**src/hdl/thq_pkg.sv**
```systemverilog
// thq_pkg: shared types and codes for the terrain height query block
`timescale 1ns / 1ps
package thq_pkg;
  // item modes
  localparam logic [1:0] MODE_QUERY  = 2'd0;
  localparam logic [1:0] MODE_BOX    = 2'd1;
  localparam logic [1:0] MODE_CELL   = 2'd2;
  localparam logic [1:0] MODE_UNUSED = 2'd3;

  // configuration register indexes
  localparam logic [2:0] REG_GROUND    = 3'd0;
  localparam logic [2:0] REG_ORIGIN_X  = 3'd1;
  localparam logic [2:0] REG_ORIGIN_Y  = 3'd2;
  localparam logic [2:0] REG_CELL_SIZE = 3'd3;
  localparam logic [2:0] REG_GRID_W    = 3'd4;
  localparam logic [2:0] REG_GRID_H    = 3'd5;
  localparam logic [2:0] REG_UNKNOWN   = 3'd6;
  localparam logic [2:0] REG_THRESHOLD = 3'd7;

  localparam int DIV_STEPS = 32;

  // controller to datapath commands
  typedef struct packed {
    logic start;
    logic wr_box;
    logic wr_cell;
    logic calc_idx;
    logic rd_grid;
    logic finish;
  } thq_cmd_t;

  // datapath to controller status
  typedef struct packed {
    logic work_done;
  } thq_sts_t;

  // one stored box
  typedef struct packed {
    logic signed [31:0] min_x;
    logic signed [31:0] max_x;
    logic signed [31:0] min_y;
    logic signed [31:0] max_y;
    logic signed [31:0] top;
  } thq_box_t;
endpackage

```
**src/hdl/thq_ctrl.sv**
```systemverilog
// thq_ctrl: sequencing state machine for the terrain height query block
`timescale 1ns / 1ps
module thq_ctrl (
  input  logic              clk,
  input  logic              rst,
  input  logic              in_valid,
  input  logic [1:0]        in_mode,
  output logic              in_ready,
  output logic              out_valid,
  input  logic              out_ready,
  output thq_pkg::thq_cmd_t cmd,
  input  thq_pkg::thq_sts_t sts
);
  import thq_pkg::*;

  localparam logic [2:0] S_IDLE = 3'd0;
  localparam logic [2:0] S_RUN  = 3'd1;
  localparam logic [2:0] S_IDX  = 3'd2;
  localparam logic [2:0] S_RD   = 3'd3;
  localparam logic [2:0] S_FIN  = 3'd4;

  logic [2:0] state, state_next;
  logic       out_free;
  logic       in_xfer;

  assign in_ready = (state == S_IDLE);
  assign in_xfer  = in_valid && in_ready;
  assign out_free = !out_valid || out_ready;

  // next state and commands
  always_comb begin
    state_next   = state;
    cmd          = '0;
    case (state)
      S_IDLE: begin
        if (in_xfer) begin
          case (in_mode)
            MODE_QUERY: begin
              cmd.start  = 1'b1;
              state_next = S_RUN;
            end
            MODE_BOX:  cmd.wr_box  = 1'b1;
            MODE_CELL: cmd.wr_cell = 1'b1;
            default: ;
          endcase
        end
      end
      S_RUN: begin
        if (sts.work_done) state_next = S_IDX;
      end
      S_IDX: begin
        cmd.calc_idx = 1'b1;
        state_next   = S_RD;
      end
      S_RD: begin
        cmd.rd_grid = 1'b1;
        state_next  = S_FIN;
      end
      S_FIN: begin
        if (out_free) begin
          cmd.finish = 1'b1;
          state_next = S_IDLE;
        end
      end
      default: state_next = S_IDLE;
    endcase
  end

  // state and result valid
  always_ff @(posedge clk) begin
    if (rst) begin
      state     <= S_IDLE;
      out_valid <= 1'b0;
    end else begin
      state <= state_next;
      if (cmd.finish) out_valid <= 1'b1;
      else if (out_ready) out_valid <= 1'b0;
    end
  end
endmodule

```
**config.mk**
```make
export PLATFORM = sky130hd
export DESIGN_NAME = thq_ctrl
export DESIGN_NICKNAME = d
export VERILOG_FILES = /design/src/hdl/thq_pkg.sv /design/src/hdl/thq_ctrl.sv
export SDC_FILE = /design/constraint.sdc
export NUM_CORES = 1
export LEC_CHECK = 0
export ABC_AREA = 1
export BUFFER_PORTS_ARGS = -buffer_cell sky130_fd_sc_hd__buf_4
export CAP_MARGIN = 20
export CORE_AREA = 10 10 47 49
export CTS_BUF_LIST = sky130_fd_sc_hd__clkbuf_4 sky130_fd_sc_hd__clkbuf_8
export DETAILED_ROUTE_END_ITERATION = 10
export DIE_AREA = 0 0 57 59
export GPL_ROUTABILITY_DRIVEN = 0
export HOLD_SLACK_MARGIN = 0.15
export PLACE_DENSITY = 0.45
export REMOVE_ABC_BUFFERS = 1
export SLEW_MARGIN = 20
export SYNTH_ARGS = -nofsm -noshare
export SYNTH_HDL_FRONTEND = slang
export SYNTH_SLANG_ARGS = --single-unit
export TNS_END_PERCENT = 20
```
**constraint.sdc**
```tcl
create_clock -name clk -period 0.9 [get_ports clk]
set_input_delay 0.09 -clock clk [delete_from_list [all_inputs] [get_ports clk]]
set_output_delay 0.09 -clock clk [all_outputs]
set_load 0.03 [all_outputs]
```
==> results of run 1 <==
==> routing by layer <==
| layer | up-vias | share of wire, % | routed length [um] | track usage (%) |
|---|---|---|---|---|
| met1 | 159 | 37 | 295 | 3.66 |
| met4 | 0 | 2.2 | 17 | 2.01 |
| li1 | 182 | - | - | - |
| met5 | - | 0 | 0 | 0 |
| met3 | 2 | 4.1 | 32 | 1.50 |
| met2 | 6 | 56 | 443 | 9.15 |
==> how the worst max path moves through the flow <==
stage / from / endpoint / slack [ps] / cells after the start
floorplan: state[2] / cmd[3] / -770 / 5
finish: state[0] / cmd[5] / -340 / 5
global placement: state[0] / state[0] / -200 / 7
global route: state[0] / cmd[4] / -400 / 6
detailed placement: state[2] / cmd[3] / -190 / 6
CTS: state[0] / cmd[4] / -360 / 6
==> cells by family (layout without fill, tap and decap cells) <==
| family | Yosys count | after routing |
|---|---|---|
| flops | 4 | 4 |
| buf+inv | 9 | 35 |
| compound gates | 1 | 1 |
| simple gates | 27 | 27 |
==> area by class of cell <==
cell class	count	area (um^2)
Timing Repair Buffer	23	186
Multi-Input combinational cell	28	166
Clock buffer	3	22.5
Fill cell	158	886
Inverter	9	33.8
Tap cell	16	20.0
Sequential cell	4	86.3
==> cells in the mapped netlist <==
| master | count | area, um^2 |
|---|---|---|
| nand4_1 | 2 | 12.5 |
| inv_1 | 8 | 30.0 |
| nand2_2 | 2 | 12.5 |
| nand3_1 | 5 | 25.0 |
| nor2_2 | 1 | 6.26 |
| nand2_1 | 6 | 22.5 |
| a21oi_1 | 1 | 5.00 |
| inv_2 | 1 | 3.75 |
| dfxtp_1 | 4 | 80.1 |
| nor3_1 | 3 | 15.0 |
| nor2_1 | 8 | 30.0 |
==> worst min-delay path, delay by kind of cell <==
family                 cells  cell delay, ps
buffers and inverters      1              80
AND/OR/NAND/NOR            2             130
AO/OA/AOI/OAI              1              60
==> registers in the layout, summed over array words and instances, names as in the netlist <==
register and cells:
state 3, out_valid 1
==> timing repair <==
item | 4_1_cts | 5_1_grt
setup buffers | 1 | 0
endpoints found under the hold margin | 4 | 0
setup endpoints to repair | 11 | 11
hold buffers | 1 | 0
pin swaps | 2 | 1
gates resized for setup | 11 | 7
==> power breakdown <==
| part | internal [W] | switching [W] | leakage, nW | total (W) |
|---|---|---|---|---|
| Sequential | 0.000181 | 0.00000471 | 0.0341 | 0.000186 |
| Clock | 0.000149 | 0.0000657 | 0.0138 | 0.000214 |
| Combinational | 0.0000785 | 0.0000799 | 0.227 | 0.000158 |
==> metrics by stage <==
| step | cells | util, % | TNS [ps] | cell area (um^2) | hold slack [ps] |
|---|---|---|---|---|---|
| final | 83 | 36.8 | -2190 | 515 | 171 |
| after global routing | 83 | 36.8 | -2930 | 515 | 208 |
| after global placement | 78 | 30.0 | -1290 | 420 | 281 |
| after floorplan | 41 | - | -2950 | 243 | 159 |
| after CTS | 83 | 35.2 | -2570 | 493 | 226 |
| after detailed placement | 78 | 30.0 | -1180 | 420 | 277 |
==> impl_results.md, run 1 <==
- Failing checks: negative setup slack
- Yosys warns: 0
- Seq/Total Area, Yosys: 33.0%
- TritonCTS Buffers: 3
- RR Startpoint: state[0]
- Layout cell share with drive strength beyond 1: just over 60%
- Hold path start: out_ready
- Largest family of logic cells by synthesized area: simple AND/OR/NAND/NOR gates
- LEAKAGE: between 0.2 and 0.3 nW
- Sink Count: 4
- Area growth from synthesis to layout: 112%
- Tot Pwr: 0.000558 W
- GRT overflow: 0
- Status: finished, violations left
- Clock root cell: clkbuf_4
- Max-slew headroom: between 80 and 90%
- Synth Area in Simple Gates: 51.0%
- Final Max Slew Viols: 0
- Drt total wl: 788 um
- Critical Path RT: ~800 ps
- Mapped cell area: 243 um^2
- Crit path largest cell delay: ~330 ps
- Unique masters post-synth: 11
- # H-tree levels: 1
- Port bufs: 14
- Xor/xnor share of the synthesized area: 0%
- Die width: roughly 57 um
- Vias in the first global route: 350
- Initial Util: 17.3%
- R2R Setup Slk: -100 ps
- Clock tree from TritonCTS: done
- Max cap viols: 0
- Crit path cell chain: inv_2 > nand2_4 > buf_4 > nor3_2 > buf_4
- Worst hold path depth: 4
- Worst Reg-to-Reg Cells: 9
- Clock skew: between 3 and 4 ps
- Initial antenna violation count: 0
- Core Box Area: 1400 um^2
- Commonest non-fill, non-tap cell in the layout: buf_4
- Clk buf depth: 2
- Top Ports: 15
- Global-route wire length before repair: around 1200 um
- Routed vias/inst: roughly 4.2
- RSZ-0062 raised after global routing: yes
- Slowest-stage cell, CP: dfxtp_2
- Synth Register Bits: 4
- DR pass1 iterations: 2
- Pre-CTS setup slack: -190 ps
- Commonest non-fill, non-tap cells in the layout: 19 x buf_4, 6 x inv_1, 6 x nor2_1
- Largest delay share family, worst path: buffers and inverters
- CP endpoint kind: primary output
- Die Area: between 3000 and 4000 um^2
- Critical path startpoint category: flop
- Via count: 349
- Die Span Y: 59 um
- Crit-path most repeated cell: buf_4
- Hold Fails Final Rpt: 0
- Gr usage total: 4.44%
- Hold endpoint: state[2]
- Hold Path Class: input port to flop
- PD cells: 1080 nW/um^2
- Synth Area in Compound Gates: under 10%
- Worst-path clk slew: roughly 40 ps
- Post-DP HPWL: roughly 690 um
- Diode count: 0
- Post-synthesis adder-cell area fraction: 0%
- Antenna Nets Post-Route: 0
- CP Class: flop to primary output
- Post-layout min period: roughly 1200 ps
- R2R Path End: state[0]
- Final worst-path cycle share: 138%
- Final Setup Violations: 10
- Synth Area per Inst: 5.92 um^2
- Post-DR wirelength/cell: 9.49 um
- Worst-Skew Late Latency: between 200 and 250 ps
- Multiplexer area fraction after synthesis: 0%
- Buffer and inverter count on the worst path: 3
- Row count: 14
- WP data arrival: between 1000 and 1500 ps
- Final setup margin: -339 ps
- Largest net degree at the start of global routing: 5
- Crit-path max FO: 3
- Remaining DRCs: 0
- Initial detailed-routing violation count: 1
- Slew @ Worst Pin: 160 ps
- Max Freq: about 0.8 GHz
- Peak supply drop: 0.827 mV
- Cells after Synth: 41
- Nets: 76
Note: power is estimated with default switching activity, not from simulation.
==> inputs of run 2 (changes only) <==
--- a/constraint.sdc
+++ b/constraint.sdc
@@ -3,2 +3,2 @@
 set_output_delay 0.09 -clock clk [all_outputs]
-set_load 0.03 [all_outputs]
+set_load 0.02 [all_outputs]
==> impl_results.md, run 2 (synthesis results as in run 1) <==
- Status: finished, violations left
- Failing checks: negative setup slack
- Gr usage total: 4.44% (about the same)
- Max cap viols: 0 (unchanged)
- Final worst-path cycle share: 134% (-4.2 points)
- Via count: 324 (-7.2%)
- CP Class: flop to primary output
- DR pass1 iterations: 3 (+1)
- Row count: 14 (unchanged)
- Die Span Y: 59 um (unchanged)
- Worst-path clk slew: 40 ps (about the same)
- Max reg flops: 3 (unchanged)
- Layout cell share with drive strength beyond 1: 61.8% (+0.57 points)
- GRT overflow: 0 (unchanged)
- Setup crit end: cmd[5]
- Worst Reg-to-Reg Cells: 6 (-3)
- RR Startpoint: state[1]
- Max Freq: 0.832 GHz (+3.1%)
- Port bufs: 14 (unchanged)
- Post-DR wirelength/cell: 9.05 um (-4.7%)
- Area growth from synthesis to layout: 124%
- Die width: 57 um (unchanged)
- RSZ-0062 raised after global routing: yes
- Remaining DRCs: 0 (unchanged)
- Hold Fails Final Rpt: 0 (unchanged)
- LEAKAGE: 0.276 nW (+0.36%)
- Commonest non-fill, non-tap cell in the layout: buf_4
- Diode count: 0 (unchanged)
- Largest net degree at the start of global routing: 5 (unchanged)
- Global-route wire length before repair: 1190 um (-4.4%)
- Critical path depth in cells: 5 (unchanged)
- Critical Path RT: 810 ps (about the same)
- Worst-Skew Late Latency: 230 ps (about the same)
- # H-tree levels: 1 (unchanged)
- Hold Path Class: input port to flop
- Final core occ: 38.8% (+2.1 points)
- Vias in the first global route: 303 (-13%)
- Slew @ Worst Pin: 178 ps (+17.0 ps)
- Core Box Area: 1400 um^2 (unchanged)
- Peak supply drop: 0.855 mV (+3.4%)
- Register with the most flip-flops: state
- Setup_tns: -1920 ps (+275 ps)
- Crit path cell chain: inv_2 > nand2_4 > buf_4 > nor3_4 > buf_6
- R2R Setup Slk: -100 ps (about the same)
- Critical path startpoint category: flop
- Final Non-Filler Cells: 84 (+1.2%)
- Sink Count: 4 (unchanged)
- Crit path largest cell delay: 320 ps (about the same)
- WP data arrival: 1110 ps (-40 ps)
- Final Setup Violations: 9 (-1)
- Placed Cells: 78 (unchanged)
- CP endpoint kind: primary output
- Routed vias/inst: 3.86 (-8.3%)
- Largest delay share family, worst path: buffers and inverters
- Clock tree from TritonCTS: done
- Max-slew headroom: 88.1% (-1.1 points)
- Fill count: 153 (-3.2%)
- Post-layout min period: 1200 ps (-37.5 ps)
- Initial antenna violation count: 0 (unchanged)
- Largest regs: state x3, out_valid x1
- Antenna Nets Post-Route: 0 (unchanged)
- Initial Util: 17.3% (unchanged)
- Post-DP HPWL: 622 um (-9.8%)
- Clock skew: 2.50 ps (-1.19 ps)
- R2R Path End: state[0]
- Clk buf depth: 2 (unchanged)
- Clock root cell: clkbuf_4
- Buffer and inverter count on the worst path: 3 (unchanged)
- PD cells: 1020 nW/um^2 (-5.8%)
- Initial detailed-routing violation count: 4 (+3)
- Final setup margin: -302 ps (+37.5 ps)
- Crit path from: state[0]
- Final Max Slew Viols: 0 (unchanged)
- Nets: 77 (+1.3%)
- TritonCTS Buffers: 3 (unchanged)
- Drt total wl: 760 um (-3.6%)
- Crit-path max FO: 3 (unchanged)
- Commonest non-fill, non-tap cells in the layout: 18 x buf_4, 6 x inv_1, 6 x nor2_1
- Die Area: 3360 um^2 (unchanged)
- Slowest-stage cell, CP: dfxtp_2
- Top Ports: 15 (unchanged)
-- run 2: cell types whose count changed in the layout (fill, tap and decap cells not counted), sizes merged --
cell,delta
buf,+1
-- run 2: worst min-delay path, delay by kind of cell --
family | cells | cell delay [ps]
AND/OR/NAND/NOR | 2 | 150
buffers and inverters | 1 | 80
AO/OA/AOI/OAI | 1 | 80
-- run 2: cell type report --
cell class | instances | area (um^2) | area share [%]
Timing Repair Buffer | 24 | 201 | 37.0
Inverter | 9 | 33.8 | 6.21
Sequential cell | 4 | 86.3 | 15.9
Multi-Input combinational cell | 28 | 180 | 33.1
Tap cell | 16 | 20.0 | 3.68
Clock buffer | 3 | 22.5 | 4.14
-- run 2: per-layer routing --
layer	global-route usage [%]	vias up	part of all wire (%)	routed length, um
met4	3.02	0	2.5	19
met2	7.29	6	52	396
met3	1.93	2	2.5	19
met5	0	-	0	0
met1	4.48	131	43	324
li1	-	185	-	-
-- run 2: how the worst min path moves through the flow --
| stage | start | endpoint | slack (ps) | cells past startpoint |
|---|---|---|---|---|
| floorplan | rst | state[2] | 160 | 1 |
| CTS | out_ready | state[2] | 220 | 4 |
| finish | out_ready | state[2] | 220 | 4 |
| global route | out_ready | state[2] | 240 | 4 |
| global placement | rst | state[2] | 280 | 2 |
| detailed placement | rst | state[2] | 280 | 2 |
-- run 2: what timing repair did --
item | in CTS | in global routing
pin swaps | 4 | 4
resized for setup | 17 | 5
buffers inserted | 2 | 0
hold buffers | 1 | 0
setup endpoints to repair | 9 | 11
endpoints found under the hold margin | 4 | 0
-- run 2: metrics by stage --
stage / hold WS, ps / area (um^2) / total power, W / worst slack [ps]
3_5_place_dp: 283 / 420 / 0.000307 / -181
5_1_grt: 237 / 544 / 0.000596 / -377
2_1_floorplan: 159 / 243 / 0.000244 / -483
6_report: 222 / 544 / 0.000555 / -302
4_1_cts: 220 / 524 / 0.000564 / -364
3_3_place_gp: 282 / 420 / 0.000309 / -168
-- run 2: where the power goes --
| part | switching [W] | leakage [nW] | internal [W] |
|---|---|---|---|
| clock network | 0.0000661 | 0.0138 | 0.000149 |
| logic | 0.0000748 | 0.228 | 0.0000808 |
| registers | 0.00000414 | 0.0341 | 0.000181 |
| total | 0.000145 | 0.276 | 0.000410 |
==> inputs of run 3 (changes only) <==
- PLACE_DENSITY: 0.45 -> 0.44
- clock period: 0.9 -> 1.5 ns (I/O delays scaled with it)
==> impl_results.md, run 3 (synthesis results as in run 1) <==
- Status: completed
- Critical Path RT: 1350 ps (+540 ps)
- Max-slew headroom: 83.9% (-4.3 points)
- Max Freq: around 0.72 GHz
- Met1 Use GR: 3.21% (-1.3 points)
- Largest net degree at the start of global routing: 7 (+2)
- Clock tree from TritonCTS: done
- Area growth from synthesis to layout: 71.1%
- Initial detailed-routing violation count: 7 (+3)
- CP endpoint kind: primary output
- Setup_tns: 0 ps (+1920 ps)
- Worst-path clk slew: 40 ps (about the same)
- Final worst-path cycle share: between 90 and 100%
- Reg power frac: 36.1% (+2.8 points)
- Max cap viols: 0 (unchanged)
- Global-route wire length before repair: 1120 um (-5.8%)
- TritonCTS Buffers: 3 (unchanged)
- Hold Path Class: input port to flop
- Met3 usage: 0.429% (-1.5 points)
- Pint: 0.000230 W (-44%)
- Slew @ Worst Pin: 242 ps (+64.4 ps)
- Sw Ratio: 26.7% (+0.57 points)
- Nets: 68 (-12%)
- Worst-Skew Late Latency: 230 ps (about the same)
- GRT overflow: 0 (unchanged)
- Routed vias/inst: 4.13 (+7.2%)
- Worst hold path depth: 4 (unchanged)
- Port bufs: 14 (unchanged)
- Clock root cell: clkbuf_4
- Row count: 14 (unchanged)
- Sink Count: 4 (unchanged)
- Post-DR wirelength/cell: 10.3 um (+14%)
- Commonest non-fill, non-tap cells in the layout: 14 x buf_4, 8 x inv_1, 8 x nor2_1
- Initial Util: 17.3% (unchanged)
- # Post-CTS Setup Buffers: 0 (-2)
- Final Max Slew Viols: 0 (unchanged)
- Die width: 57 um (unchanged)
- Comb pwr share: 21.5% (-6.5 points)
- # H-tree levels: 1 (unchanged)
- Diode count: 0 (unchanged)
- Gr usage total: 4.06% (-0.37 points)
- Via count: 310 (-4.3%)
- Max reg flops: 3 (unchanged)
- Grt met2 use: 8.22% (+0.93 points)
- Die Span Y: 59 um (unchanged)
- Post-layout min period: around 1400 ps
- Sw Pwr: 0.0000836 W (-42%)
- Clock skew: 3.58 ps (+1.08 ps)
- Top Ports: 15 (unchanged)
- Core Box Area: 1400 um^2 (unchanged)
- WP data arrival: 1240 ps (+130 ps)
- Crit-path max FO: 4 (+1)
- Die Area: 3360 um^2 (unchanged)
- Antenna Nets Post-Route: 0 (unchanged)
- LEAKAGE: 0.226 nW (-18%)
- Layout cell share with drive strength beyond 1: 39.0% (-23 points)
- Remaining DRCs: 0 (unchanged)
- Final Setup Violations: 0 (-9)
- Clk buf depth: 2 (unchanged)
- RSZ-0062 raised after global routing: no
- Worst Reg-to-Reg Cells: 5 (-1)
- PD cells: 754 nW/um^2 (-26%)
- CP Class: flop to primary output
- Critical path startpoint category: flop
- DR pass1 iterations: 4 (+1)
- Fill count: 165 (+7.8%)
- Peak supply drop: 0.213 mV (-75%)
- Largest regs: state x3, out_valid x1
- Post-DP HPWL: 594 um (-4.5%)
- Vias in the first global route: 317 (+4.6%)
- Commonest non-fill, non-tap cell in the layout: buf_4
- Final setup margin: 111 ps (+412 ps)
- Pre-CTS setup slack: 307 ps (+488 ps)
- Drt total wl: 774 um (+1.8%)
- Busiest layer in global routing: met2
- Clock power frac: 42.4% (+3.7 points)
- Initial antenna violation count: 0 (unchanged)
- Hold Fails Final Rpt: 0 (unchanged)
- Register with the most flip-flops: state
## run 3: cell types whose count changed in the layout (fill, tap and decap cells not counted), sizes merged
cell / delta
buf: -9
## run 3: worst paths after layout
kind	slack (ps)	endpoint	startpoint
worst min-delay path	240	out_valid	out_ready
worst max register to register	470	state[0]	state[1]
worst min register to register	580	state[2]	state[0]
worst max-delay path	110	cmd[4]	state[2]
## run 3: worst max-delay path: stages (launching register included)
cell and delay (ps):
dfxtp_1 320, inv_1 100, nand2_2 90, nor2_4 110
nand2_1 100, nor3_2 120, buf_4 160
## run 3: final cells by class
type | instances | area [um^2] | share of cell area (%)
clock buffers | 3 | 22.5 | 5.42
repair buffers | 15 | 115 | 27.7
well taps | 16 | 20.0 | 4.82
multi-input cells | 28 | 144 | 34.6
inverters | 9 | 33.8 | 8.13
flip-flops and latches | 4 | 80.1 | 19.3
## run 3: metrics by stage
stage	util (%)	hold WS [ps]	area, um^2	instances	total power [W]
after floorplan	-	219	243	41	0.000146
after CTS	28.6	239	400	75	0.000311
final	29.6	239	415	75	0.000313
after global routing	29.6	308	415	75	0.000325
after detailed placement	26.3	346	368	71	0.000175
after global placement	26.3	340	368	71	0.000175
## run 3: power groups by stage
| stage | Sequential (W) | Clock, W | Combinational [W] |
|---|---|---|---|
| 2_1_floorplan | 0.000114 | 0 | 0.0000325 |
| 3_3_place_gp | 0.000115 | 0 | 0.0000604 |
| 3_5_place_dp | 0.000115 | 0 | 0.0000606 |
| 4_1_cts | 0.000113 | 0.000135 | 0.0000629 |
| 5_1_grt | 0.000113 | 0.000138 | 0.0000731 |
| 6_report | 0.000113 | 0.000133 | 0.0000672 |
## run 3: what timing repair did
action                                 4_1_cts  5_1_grt
hold buffers                                 1        0
endpoints found under the hold margin        3        0
gates resized for setup                      0        3
setup endpoints to repair                    0        2
## run 3: routing by layer
metal  wire [um]  share of wire (%)
met1         276                 36
met2         473                 61
met3          25                3.2
met4           0                  0
met5           0                  0
